## src/hw/rtl/xorshift1024_star_random_source_core_defines.svh

```systemverilog
// ----------------------------------------------------------------------------
// xorshift1024* random source: assertion macros
// Clocked assertion wrappers used by the core of the random source.
// ----------------------------------------------------------------------------
`ifndef XORSHIFT1024_STAR_RANDOM_SOURCE_CORE_DEFINES_SVH
`define XORSHIFT1024_STAR_RANDOM_SOURCE_CORE_DEFINES_SVH

`ifndef SYNTHESIS
// check on every clock edge outside reset
`define XRS_ASSERT(lbl, prop, msg) \
	lbl: assert property (@(posedge clk) disable iff (!arst_n) prop) else $error(msg);
// check on every clock edge, reset included
`define XRS_ASSERT_ALWAYS(lbl, prop, msg) \
	lbl: assert property (@(posedge clk) prop) else $error(msg);
`else
`define XRS_ASSERT(lbl, prop, msg)
`define XRS_ASSERT_ALWAYS(lbl, prop, msg)
`endif

`endif

```

## src/hw/rtl/xrs_pkg.sv

```systemverilog
// ----------------------------------------------------------------------------
// xrs_pkg
// Constants and types shared by the xorshift1024* random source.
// ----------------------------------------------------------------------------
package xrs_pkg;

	// word sizes
	localparam int WORD_W     = 64;
	localparam int HALF_W     = 32;
	localparam int DATA_W     = 32;
	localparam int POOL_DEPTH = 16;
	localparam int POOL_AW    = 4;
	localparam int DIV_CNT_W  = 5;

	// request kinds carried on the mode field
	localparam logic MODE_RESEED = 1'b0;
	localparam logic MODE_DRAW   = 1'b1;

	// seeder (xorshift64*) constants
	localparam logic [WORD_W-1:0] SEED_RESET = 64'h05a3_ae52_de3b_bf0a;
	localparam logic [WORD_W-1:0] SEED_MUL   = 64'd2685821657736338717;
	localparam int SEED_SH_A = 12;
	localparam int SEED_SH_B = 25;
	localparam int SEED_SH_C = 27;

	// generator (xorshift1024*) constants
	localparam logic [WORD_W-1:0] GEN_MUL = 64'd1181783497276652981;
	localparam int GEN_SH_A = 31;
	localparam int GEN_SH_B = 11;
	localparam int GEN_SH_C = 30;

	// status of the modulo unit
	typedef struct packed {
		logic busy;
		logic done;
	} xrs_div_stat_t;

endpackage

```

## src/hw/rtl/xrs_ram.sv

```systemverilog
// ----------------------------------------------------------------------------
// xrs_ram
// Generic single-write, single-read RAM with registered read data.
// ----------------------------------------------------------------------------
module xrs_ram #(
	parameter int WIDTH = 64,
	parameter int DEPTH = 16
) (
	input  logic                     clk,
	input  logic                     we,
	input  logic [$clog2(DEPTH)-1:0] waddr,
	input  logic [WIDTH-1:0]         wdata,
	input  logic [$clog2(DEPTH)-1:0] raddr,
	output logic [WIDTH-1:0]         rdata
);

	logic [WIDTH-1:0] mem_q [DEPTH];

	// write port
	always_ff @(posedge clk) begin
		if (we) begin
			mem_q[waddr] <= wdata;
		end
	end

	// registered read port
	always_ff @(posedge clk) begin
		rdata <= mem_q[raddr];
	end

endmodule

```

## src/hw/rtl/xrs_mod.sv

```systemverilog
// ----------------------------------------------------------------------------
// xrs_mod
// Restoring 32-bit modulo unit, one remainder bit per cycle.
// ----------------------------------------------------------------------------
module xrs_mod (
	input  logic                        clk,
	input  logic                        arst_n,
	input  logic                        start,
	input  logic [xrs_pkg::DATA_W-1:0]  dividend,
	input  logic [xrs_pkg::DATA_W-1:0]  divisor,
	output xrs_pkg::xrs_div_stat_t      stat,
	output logic [xrs_pkg::DATA_W-1:0]  rem
);
	import xrs_pkg::*;

	logic                 busy_q;
	logic                 done_q;
	logic [DIV_CNT_W-1:0] cnt_q;
	logic [DATA_W-1:0]    dvd_q;
	logic [DATA_W-1:0]    dsr_q;
	logic [DATA_W-1:0]    rem_q;
	logic [DATA_W:0]      shifted;
	logic [DATA_W:0]      diff;
	logic                 fits;

	// one restoring step: shift in the next dividend bit, subtract when it fits
	assign shifted = {rem_q, dvd_q[DATA_W-1]};
	assign diff    = shifted - {1'b0, dsr_q};
	assign fits    = (shifted >= {1'b0, dsr_q});

	// iteration control
	always_ff @(posedge clk or negedge arst_n) begin
		if (!arst_n) begin
			busy_q <= 1'b0;
			done_q <= 1'b0;
			cnt_q  <= '0;
		end else if (start) begin
			busy_q <= 1'b1;
			done_q <= 1'b0;
			cnt_q  <= '0;
		end else if (busy_q) begin
			cnt_q <= cnt_q + DIV_CNT_W'(1);
			if (cnt_q == DIV_CNT_W'(DATA_W - 1)) begin
				busy_q <= 1'b0;
				done_q <= 1'b1;
			end
		end else begin
			done_q <= 1'b0;
		end
	end

	// datapath
	always_ff @(posedge clk) begin
		if (start) begin
			dvd_q <= dividend;
			dsr_q <= divisor;
			rem_q <= '0;
		end else if (busy_q) begin
			dvd_q <= {dvd_q[DATA_W-2:0], 1'b0};
			rem_q <= fits ? diff[DATA_W-1:0] : shifted[DATA_W-1:0];
		end
	end

	assign stat.busy = busy_q;
	assign stat.done = done_q;
	assign rem       = rem_q;

endmodule

```

## src/hw/rtl/xorshift1024_star_random_source_core.sv

```systemverilog
// ----------------------------------------------------------------------------
// xorshift1024_star_random_source_core
// xorshift1024* random source with a xorshift64* seeder and modulo reduction.
// ----------------------------------------------------------------------------
// channel   dir  fields (low bit first)
// s_axis    in   tuser: mode[0]; tdata: range[31:0]
// m_axis    out  tdata: value[31:0]
//
// a reseed fills each pool word: seeder shift, three multiplier products, write
// a draw mixes two pool words, multiplies, then waits on the bit-serial modulo unit
// a draw with range zero or all ones skips the modulo unit
// reset empties the pool (reads as zero) at once; no clearing pass is needed
// one item is worked at a time; the next is taken while a result waits on m_axis
`include "xorshift1024_star_random_source_core_defines.svh"

module xorshift1024_star_random_source_core (
	input  logic                        clk,
	input  logic                        arst_n,
	input  logic                        s_axis_tvalid,
	output logic                        s_axis_tready,
	input  logic [xrs_pkg::DATA_W-1:0]  s_axis_tdata,   // range[31:0]
	input  logic                        s_axis_tuser,   // mode[0]
	output logic                        m_axis_tvalid,
	input  logic                        m_axis_tready,
	output logic [xrs_pkg::DATA_W-1:0]  m_axis_tdata    // value[31:0]
);
	import xrs_pkg::*;

	// sequencer states
	localparam int ST_W = 4;
	localparam logic [ST_W-1:0] ST_IDLE     = 4'd0;
	localparam logic [ST_W-1:0] ST_SEED_SH  = 4'd1;
	localparam logic [ST_W-1:0] ST_SEED_M0  = 4'd2;
	localparam logic [ST_W-1:0] ST_SEED_M1  = 4'd3;
	localparam logic [ST_W-1:0] ST_SEED_M2  = 4'd4;
	localparam logic [ST_W-1:0] ST_SEED_WR  = 4'd5;
	localparam logic [ST_W-1:0] ST_DRAW_RA  = 4'd6;
	localparam logic [ST_W-1:0] ST_DRAW_RB  = 4'd7;
	localparam logic [ST_W-1:0] ST_DRAW_MIX = 4'd8;
	localparam logic [ST_W-1:0] ST_DRAW_MUL = 4'd9;
	localparam logic [ST_W-1:0] ST_DRAW_RED = 4'd10;
	localparam logic [ST_W-1:0] ST_DRAW_DIV = 4'd11;
	localparam logic [ST_W-1:0] ST_DONE     = 4'd12;

	logic [ST_W-1:0]       state_q, state_d;
	logic [POOL_AW-1:0]    pos_q;
	logic [POOL_AW-1:0]    pos_nxt;
	logic [POOL_AW-1:0]    seed_idx_q;
	logic [WORD_W-1:0]     seed_q;
	logic [POOL_DEPTH-1:0] pool_vld_q;
	logic                  m_tvalid_q;
	logic [DATA_W-1:0]     m_tdata_q;

	logic                  mode_q;
	logic [DATA_W-1:0]     range_q;
	logic [WORD_W-1:0]     a_q;
	logic [WORD_W-1:0]     mix_q;
	logic [WORD_W-1:0]     acc_q;
	logic [DATA_W-1:0]     res_q;
	logic                  rd_vld_q;
	logic [2*HALF_W-1:0]   mul_p_q;

	logic                  in_xact;
	logic                  out_load;
	logic [HALF_W-1:0]     mul_a, mul_b;
	logic [POOL_AW-1:0]    rd_addr;
	logic [WORD_W-1:0]     ram_rdata;
	logic [WORD_W-1:0]     rd_word;
	logic                  ram_we;
	logic [POOL_AW-1:0]    ram_waddr;
	logic [WORD_W-1:0]     ram_wdata;
	logic [WORD_W-1:0]     seed_w1, seed_w2, seed_w3;
	logic [WORD_W-1:0]     b1, b2, a1, mix_w;
	logic [HALF_W-1:0]     seed_hi;
	logic                  div_start;
	xrs_div_stat_t         div_stat;
	logic [DATA_W-1:0]     div_rem;

	assign in_xact  = s_axis_tvalid && s_axis_tready;
	assign out_load = (state_q == ST_DONE) && (!m_tvalid_q || m_axis_tready);
	assign pos_nxt  = pos_q + POOL_AW'(1);

	// seeder xorshift step
	assign seed_w1 = seed_q ^ (seed_q >> SEED_SH_A);
	assign seed_w2 = seed_w1 ^ (seed_w1 << SEED_SH_B);
	assign seed_w3 = seed_w2 ^ (seed_w2 >> SEED_SH_C);

	// pool read: entries never written read as zero
	assign rd_addr = (state_q == ST_DRAW_RA) ? pos_q : pos_nxt;
	assign rd_word = rd_vld_q ? ram_rdata : '0;

	// generator mix of the two pool words
	assign b1    = rd_word ^ (rd_word << GEN_SH_A);
	assign b2    = b1 ^ (b1 >> GEN_SH_B);
	assign a1    = a_q ^ (a_q >> GEN_SH_C);
	assign mix_w = a1 ^ b2;

	// upper half of the seeder product from the three partial products
	assign seed_hi = acc_q[WORD_W-1:HALF_W] + mul_p_q[HALF_W-1:0];

	// pool write port
	always_comb begin
		ram_we    = 1'b0;
		ram_waddr = pos_nxt;
		ram_wdata = mix_w;
		if (state_q == ST_SEED_WR) begin
			ram_we    = 1'b1;
			ram_waddr = seed_idx_q;
			ram_wdata = {seed_hi, acc_q[HALF_W-1:0]};
		end else if (state_q == ST_DRAW_MIX) begin
			ram_we = 1'b1;
		end
	end

	// shared multiplier operand select
	always_comb begin
		mul_a = '0;
		mul_b = '0;
		case (state_q)
			ST_SEED_M0: begin
				mul_a = seed_q[HALF_W-1:0];
				mul_b = SEED_MUL[HALF_W-1:0];
			end
			ST_SEED_M1: begin
				mul_a = seed_q[HALF_W-1:0];
				mul_b = SEED_MUL[WORD_W-1:HALF_W];
			end
			ST_SEED_M2: begin
				mul_a = seed_q[WORD_W-1:HALF_W];
				mul_b = SEED_MUL[HALF_W-1:0];
			end
			ST_DRAW_MUL: begin
				mul_a = mix_q[HALF_W-1:0];
				mul_b = GEN_MUL[HALF_W-1:0];
			end
			default: begin
				mul_a = '0;
				mul_b = '0;
			end
		endcase
	end

	// shared 32x32 multiplier, registered product
	always_ff @(posedge clk) begin
		mul_p_q <= mul_a * mul_b;
	end

	// sequencer next state
	always_comb begin
		state_d   = state_q;
		div_start = 1'b0;
		unique case (state_q)
			ST_IDLE: begin
				if (in_xact) begin
					if (s_axis_tuser == MODE_RESEED) begin
						state_d = ST_SEED_SH;
					end else if (s_axis_tdata == '0) begin
						state_d = ST_DONE;
					end else begin
						state_d = ST_DRAW_RA;
					end
				end
			end
			ST_SEED_SH:  state_d = ST_SEED_M0;
			ST_SEED_M0:  state_d = ST_SEED_M1;
			ST_SEED_M1:  state_d = ST_SEED_M2;
			ST_SEED_M2:  state_d = ST_SEED_WR;
			ST_SEED_WR: begin
				state_d = (seed_idx_q == POOL_AW'(POOL_DEPTH - 1)) ? ST_DONE : ST_SEED_SH;
			end
			ST_DRAW_RA:  state_d = ST_DRAW_RB;
			ST_DRAW_RB:  state_d = ST_DRAW_MIX;
			ST_DRAW_MIX: state_d = ST_DRAW_MUL;
			ST_DRAW_MUL: state_d = ST_DRAW_RED;
			ST_DRAW_RED: begin
				if (range_q == '1) begin
					state_d = ST_DONE;
				end else begin
					div_start = 1'b1;
					state_d   = ST_DRAW_DIV;
				end
			end
			ST_DRAW_DIV: begin
				if (div_stat.done) begin
					state_d = ST_DONE;
				end
			end
			ST_DONE: begin
				if (out_load) begin
					state_d = ST_IDLE;
				end
			end
			default: state_d = ST_IDLE;
		endcase
	end

	// control state
	always_ff @(posedge clk or negedge arst_n) begin
		if (!arst_n) begin
			state_q    <= ST_IDLE;
			pos_q      <= '0;
			seed_idx_q <= '0;
			seed_q     <= SEED_RESET;
			pool_vld_q <= '0;
			m_tvalid_q <= 1'b0;
		end else begin
			state_q <= state_d;
			if (in_xact) begin
				seed_idx_q <= '0;
			end else if (state_q == ST_SEED_WR) begin
				seed_idx_q <= seed_idx_q + POOL_AW'(1);
			end
			if (state_q == ST_SEED_SH) begin
				seed_q <= seed_w3;
			end
			if (state_q == ST_DRAW_MIX) begin
				pos_q <= pos_nxt;
			end
			if (ram_we) begin
				pool_vld_q[ram_waddr] <= 1'b1;
			end
			if (out_load) begin
				m_tvalid_q <= 1'b1;
			end else if (m_axis_tready) begin
				m_tvalid_q <= 1'b0;
			end
		end
	end

	// payload registers
	always_ff @(posedge clk) begin
		rd_vld_q <= pool_vld_q[rd_addr];
		if (in_xact) begin
			mode_q  <= s_axis_tuser;
			range_q <= s_axis_tdata;
			res_q   <= (s_axis_tuser == MODE_DRAW) ? DATA_W'(1) : '0;
		end
		if (state_q == ST_SEED_M1) begin
			acc_q <= mul_p_q;
		end
		if (state_q == ST_SEED_M2) begin
			acc_q[WORD_W-1:HALF_W] <= seed_hi;
		end
		if (state_q == ST_DRAW_RB) begin
			a_q <= rd_word;
		end
		if (state_q == ST_DRAW_MIX) begin
			mix_q <= mix_w;
		end
		if (state_q == ST_DRAW_RED && range_q == '1) begin
			res_q <= mul_p_q[DATA_W-1:0];
		end
		if (state_q == ST_DRAW_DIV && div_stat.done) begin
			res_q <= div_rem;
		end
		if (out_load) begin
			m_tdata_q <= res_q;
		end
	end

	// pool storage
	xrs_ram #(
		.WIDTH(WORD_W),
		.DEPTH(POOL_DEPTH)
	) u_pool (
		.clk  (clk),
		.we   (ram_we),
		.waddr(ram_waddr),
		.wdata(ram_wdata),
		.raddr(rd_addr),
		.rdata(ram_rdata)
	);

	// modulo reduction
	xrs_mod u_mod (
		.clk     (clk),
		.arst_n  (arst_n),
		.start   (div_start),
		.dividend(mul_p_q[DATA_W-1:0]),
		.divisor (range_q),
		.stat    (div_stat),
		.rem     (div_rem)
	);

	assign s_axis_tready = (state_q == ST_IDLE);
	assign m_axis_tvalid = m_tvalid_q;
	assign m_axis_tdata  = m_tdata_q;

	// checks
	`XRS_ASSERT(a_div_no_restart, div_start |-> !div_stat.busy, "modulo restarted while busy")
	`XRS_ASSERT(a_rem_below_range, div_stat.done |-> (div_rem < range_q), "remainder too large")
	`XRS_ASSERT(a_pos_hold, (state_q != ST_DRAW_MIX) |=> (pos_q == $past(pos_q)), "position moved")
	`XRS_ASSERT(a_reseed_zero, (out_load && mode_q == MODE_RESEED) |-> (res_q == '0), "reseed not zero")
	`XRS_ASSERT_ALWAYS(a_reset_idle, !arst_n |-> (!m_axis_tvalid && state_q == ST_IDLE), "not idle in reset")

endmodule
```

## config.mk

```make
export PLATFORM = sky130hd
export DESIGN_NAME = xorshift1024_star_random_source_core
export DESIGN_NICKNAME = d
export VERILOG_FILES = /design/src/hw/rtl/xrs_pkg.sv /design/src/hw/rtl/xrs_ram.sv /design/src/hw/rtl/xrs_mod.sv /design/src/hw/rtl/xorshift1024_star_random_source_core.sv
export VERILOG_INCLUDE_DIRS = /design/src /design/src/hw/rtl
export SDC_FILE = /design/constraint.sdc
export NUM_CORES = 2
export LEC_CHECK = 0
export BUFFER_PORTS_ARGS = -buffer_cell sky130_fd_sc_hd__buf_2
export CAP_MARGIN = 40
export CORE_MARGIN = 2
export CORE_UTILIZATION = 45
export DETAILED_ROUTE_END_ITERATION = 10
export GPL_TIMING_DRIVEN = 1
export PLACE_DENSITY = 0.58
export SYNTH_ARGS = -nofsm -noshare
export SYNTH_HDL_FRONTEND = slang
export SYNTH_HIERARCHICAL = 1
export SYNTH_SLANG_ARGS = --single-unit
```

## constraint.sdc

```tcl
create_clock -name clk -period 20.1 [get_ports clk]
set_input_delay 4.02 -clock clk [delete_from_list [all_inputs] [get_ports clk]]
set_output_delay 4.02 -clock clk [all_outputs]
set_load 0.05 [all_outputs]
```

* Word level (Yosys, flattened, before mapping)
Memories as Yosys holds them, arrays and structs flattened. A register that Yosys moved wholly into a read port is not among the register bits. Cells that the tools add are included.
Storage, ports and cells: register bits after elaboration 517, RAM bits 1024, input port bits 37, output and inout port bits 34, word-level logic and storage cells 121, memories 1
Memory list:
- u_pool.mem_q | depth 16, width 64, read ports 1, clocked after Yosys merged registers in 1, wr ports 1, line xrs_ram.sv:17 | logic [WIDTH-1:0] mem_q [DEPTH];
Cells by class: $add $sub $neg 5, multipliers 1, $lt $le $gt $ge 4, equal/unequal tests 19, multiplexer cells 45, bitwise logic cells 8, reductions and logical operators 17
Operators with widths (number):
- 32-bit 2-to-1 mux | 7
- 64-bit 2-to-1 mux | 3
- 64-bit bitwise XOR | 3
- 32-bit case mux with 3 select lines | 1
- 31-bit case mux with 3 select lines | 1
- 32-bit by 32-bit multiplier with 64-bit output | 1
- 64-bit by 34-bit bitwise XOR with 64-bit output | 1
- 64-bit by 37-bit bitwise XOR with 64-bit output | 1
- 64-bit by 52-bit bitwise XOR with 64-bit output | 1
- 64-bit by 53-bit bitwise XOR with 64-bit output | 1
- 4-bit case mux with 13 select lines | 1
- 4-bit 2-to-1 mux | 10
- 33-bit by 32-bit >= comparator with 1-bit output | 1
- 32-bit adder | 1
- 32-bit equality test (second input constant) | 1
- 32-bit logical NOT | 1
- 32-bit subtractor | 1
- 4-bit equality test (second input constant) | 6
- 1-bit 2-to-1 mux | 17
- 4-bit by 3-bit equality test with 1-bit output (second input constant) | 4
- 16-bit bitwise OR | 1
- 4-bit by 5-bit < comparator with 1-bit output (second input constant) | 2
- 5-bit 2-to-1 mux | 2
- 4-bit by 1-bit adder with 4-bit output (second input constant) | 2
- other kinds (19) | 29

* Longest topological paths before layout
depth after elaboration 7, depth in mapped cells 36, mapped depth without buffers 33

* By module
Netlist, hierarchy kept.
Modules (own cells, without submodules):
- xorshift1024_star_random_source_core | instances 1, cells each 4649, area an instance 47405.5 um^2, seq. area each 11358.4 um^2
- xrs_ram | instances 1, cells each 1647, area an instance 39581.7 um^2, seq. area each 32030.7 um^2
- xrs_mod | instances 1, cells each 624, area an instance 6219.7 um^2, seq. area each 2737.6 um^2

* Worst setup path before layout
Ideal clock, no wire load.
kind reg2reg, from register state_q[3], to memory u_pool.mem_q[0][0] (enable), setup time 565 ps, arrival 8582 ps, data required time 19535 ps, slack 10953 ps, cell stages (with the launch flop) 9, buffers on the path 2, clock period less this slack 9147 ps, cells stage by stage dfrtp_1 > buf_2 > nand2b_1 > buf_2 > nor3_1 > nor2_1 > inv_1 > or3b_2 > nor3_1
Between the ends: word-level cells in the longest chain between the ends 5, elaborated cells on any way between the ends 7, those cells by class eq/ne: 2; mux: 5
Ends and longest elaborated chain:
- start: declaration | line xorshift1024_star_random_source_core.sv:45 | logic [ST_W-1:0] state_q, state_d;
- start signal: assignment | line xorshift1024_star_random_source_core.sv:207 | state_q <= state_d;
- 4-bit equality test | line xorshift1024_star_random_source_core.sv:110 | end else if (state_q == ST_DRAW_MIX) begin
- 1-bit 2-to-1 mux | line xorshift1024_star_random_source_core.sv:110
- 1-bit 2-to-1 mux * | line xorshift1024_star_random_source_core.sv:106 | if (state_q == ST_SEED_WR) begin
- named net ram_we | line xorshift1024_star_random_source_core.sv:69 | logic ram_we;
- 1-bit 2-to-1 mux * | line xrs_ram.sv:21 | if (we) begin
- 1-bit 2-to-1 mux (implied by the code) * | line xrs_ram.sv:22 | mem_q[waddr] <= wdata;
- end: declaration | line xrs_ram.sv:17
Mark *: on every way through the listed nets, which the timed path passes. The rest lies on a longest branch.

* Worst setup path after layout
from register state_q[2], to register mul_p_q[63]
Between the ends: word-level cells in the longest chain between the ends 4, elaborated cells on any way between the ends 9, those cells by class mul: 1; eq/ne: 4; mux: 2; reduce/logical: 2
Ends and longest elaborated chain:
- 4-bit by 2-bit equality test with 1-bit output / 4-bit by 3-bit equality test with 1-bit output (equally long branches) | line xorshift1024_star_random_source_core.sv:119 | case (state_q)
- 2-bit OR reduction (no line)
- 32-bit case mux with 3 select lines / 31-bit case mux with 3 select lines (equally long branches) | line xorshift1024_star_random_source_core.sv:119
- 32-bit by 32-bit multiplier with 64-bit output * | line xorshift1024_star_random_source_core.sv:145 | mul_p_q <= mul_a * mul_b;
- end signal: assignment | line xorshift1024_star_random_source_core.sv:145
- end: declaration | line xorshift1024_star_random_source_core.sv:61 | logic [2*HALF_W-1:0] mul_p_q;
Every way passes the cells marked *; elsewhere a longest branch is shown, timed or not. A chain may end at the register's enable or synchronous reset.

==> metrics.md <==
| Metric | Value |
|---|---|
| Status | complete, no violations |
| NumNets Final | just over 8k |
| R2r worst-path depth | 32 |
| Area of the core | ~210000 µm² |
| Die area | 211000 µm² |
| Root Buffer Master | clkbuf_16 |
| FILL cells | about 18k |
| Unrepaired setup endpoints after global routing | false |
| Worst-case clock buffer depth | 3 |
| Post-Route Utilization | 49.9% |
| Final period util | around 53% |
| GP Congestion | 1.01 |
| Largest net degree at the start of global routing | between 100 and 150 |
| Ys Warns | 6 |
| Hpwl dp | about 210000 µm |
| Postcts setup bufs | 0 |
| Max VDD drop | around 0.085 mV |
| Initial DRC count | slightly above 5k |
| Final critical-path required period | roughly 11 ns |
| IO Pins | between 70 and 80 |
| DRT Pass-1 Iters | 6 |
| Max-Slew Margin vs Limit | roughly 30% |
| Worst-path maximum fanout | 42 |
| Starting Density | between 40 and 50% |
| Worst-path clk slew | approximately 0.06 ns |
| DR WL/cell | between 20 and 30 µm |
| Syn Std Cell Area | 93200 µm² |
| Die height | between 400 and 500 µm |
| Gates resized, CTS repair | 0 |
| CP peak stage delay | approximately 0.74 ns |
| Aggregate global-route resource usage | ~27% |
| Syn nets | 8113 |
| CTS Hold Bufs | 0 |
| Worst-Margin Slew | around 1.0 ns |
| Clock sinks | about 1.6k |
| Clock skew | 0.0676 ns |
| Via count | about 56k |
| Pwr Total | 6.77 mW |
| Share of layout cells above drive strength 1 | 12.5% |
| Max_cap viols | 0 |
| H-tree lvl count | 4 |
| Setup_tns | 0 ns |
| Worst Hold Class | flip-flop to flip-flop |
| Clock power frac | 47.3% |
| Via/cell ratio | between 5 and 6 |
| Initial antenna violation count | 14 |
| Placement Rows | approximately 170 |
| DRT antenna net count | 0 |
| PortBufs | 70 |
| Cell mode on critical path | fa_1 |
| Max Fclk | slightly above 0.09 GHz |
| Crit. End Element | flip-flop |
| Reg-to-reg endpoint | mul_p_q[63]$_DFF_P_ |
| WL final | approximately 280000 µm |
| Worst hold start | res_q[13]$_DFFE_PP_ |
| Final Hold Viols | 0 |
| Final setup fails | 0 |
| Total gr overflow | 0 |
| Hold path cells | 0 |
| Final Worst Setup Slack | between 9 and 10 ns |
| CP Class | flip-flop to flip-flop |
| CP startpoint kind | flip-flop |
| CTS tree | yes |
| P_leak | roughly 40 nW |
| First-pass GRT wire length | slightly above 400000 µm |
| Switching Fraction | between 10% and 20% |
| Crit path DAT | around 11 ns |
| Worst EP required | roughly 21 ns |
| Reg area | between 40000 and 50000 µm² |
| Post-Synthesis Cells | 6919 |
| Register share of total power | between 50% and 60% |
| Syn_area_per_cell | between 10 and 15 µm² |
| Max-slew violation count | 0 |
| Internal reg-to-reg setup slack | around 9.4 ns |
| Reg-to-Reg Start | state_q[2]$_DFFE_PN0P_ |
| DRC violations left | 0 |
| Die Width | ~460 µm |
| Synth-to-layout area growth | 10.6% |
| P_int | 5.42 mW |
| Switch Pwr | ~1.4 mW |
| Logic pwr share | less than 1% |
| Worst path slowest cell | fa_1 |
| Num CTS Buffers | 169 |
| Pre-CTS setup slack | about 9.5 ns |
| Clk_lat worst skew | ~0.84 ns |
| Footprint of the multi-input gates | ~42000 µm² |
| Power per cell area | approximately 66 nW/µm² |
| Hold Path Sink | m_axis_tdata[13]$_DFFE_PP_ |
| Vias in the first global route | 58.2k |
per-layer routing:
metal	wire [µm]	track usage, %	part of all wire, %	vias to the layer above
li1	-	-	-	24300
met4	10600	9.22	3.8	0
met3	18500	4.18	6.6	382
met1	122000	39.1	44	29500
met5	0	0	0	-
met2	129000	42.1	46	1974
flip-flops by register name, summed over array words and instances (netlist names), 64 cells and up:
signal	count
a_q	64
u_pool/rdata	64
acc_q	64
u_pool/mem_q	1024
mul_p_q	64
seed_q	64
worst max-delay path by stage:
stage / start / end / slack [ns] / cells past startpoint
final: state_q[2]$_DFFE_PN0P_ / mul_p_q[63]$_DFF_P_ / 9.39 / 32
after global routing: state_q[2]$_DFFE_PN0P_ / mul_p_q[63]$_DFF_P_ / 8.89 / 32
after CTS: state_q[2]$_DFFE_PN0P_ / mul_p_q[63]$_DFF_P_ / 9.42 / 32
after detailed placement: state_q[2]$_DFFE_PN0P_ / mul_p_q[63]$_DFF_P_ / 9.49 / 32
after global placement: state_q[2]$_DFFE_PN0P_ / mul_p_q[63]$_DFF_P_ / 9.46 / 32
after floorplan: state_q[3]$_DFFE_PN0P_ / u_pool/mem_q[0][0]$_DFFE_PP_ / 10.95 / 8
power by group through the flow:
| stage | sequential (mW) | clock (mW) | combinational, mW |
|---|---|---|---|
| 2_1_floorplan | 3.63 | 0 | 0.000432 |
| 3_3_place_gp | 3.63 | 0 | 0.0105 |
| 3_5_place_dp | 3.63 | 0 | 0.0106 |
| 4_1_cts | 3.56 | 3.27 | 0.0107 |
| 5_1_grt | 3.55 | 3.40 | 0.0117 |
| 6_report | 3.56 | 3.20 | 0.0103 |
layout by cell type (no fill, tap or decap), types with 23 or more instances in the layout:
master and instances:
edfxtp_1 1344, inv_1 997, fa_1 704, nand2_1 502, ha_1 453, xnor2_1 316
nor2_1 288, mux4_2 258, xor2_1 208, clkbuf_16 175, a21oi_1 172, dfxtp_1 160
a22oi_1 154, o21ai_0 121, buf_4 121, a21o_1 94, and2_1 79, buf_2 70
dfrtp_1 65, a22o_1 64, nand3_1 53, mux2_2 38, nand4_1 38, clkbuf_1 37
dfstp_2 34, o21ai_1 30, clkinv_2 29, o21bai_1 29, a31oi_1 27, nor4_1 25
nor2b_1 24, nor3_1 24, clkinv_1 23
critical path: cells and delay by family, from the launching register on:
family	cells	cell delay [ns]
and+or+nand+nor	12	3.27
DFF	1	0.36
AOI/OAI and AO/OA	4	1.34
buffers and inverters	7	1.47
adders and majority gates	9	4.14
area by class of cell:
type | count | area share (%)
Clock inverter | 87 | 0.997
Sequential cell | 1605 | 44.8
Inverter | 1004 | 3.66
Timing Repair Buffer | 209 | 1.64
Multi-Input combinational cell | 4031 | 41.1
Clock buffer | 227 | 4.58
Tap cell | 2704 | 3.28
Antenna cell | 3 | 0.00728
stage by stage:
stage               hold WS [ns]  cell area (µm²)  std cells
detailed placement         0.405            97300       9553
global route               0.419           103000       9869
CTS                        0.397           103000       9867
floorplan                  0.400            93200       6919
finish                     0.411           103000       9870
global placement           0.403            96800       9523
Power figures use the tool's default switching activity.
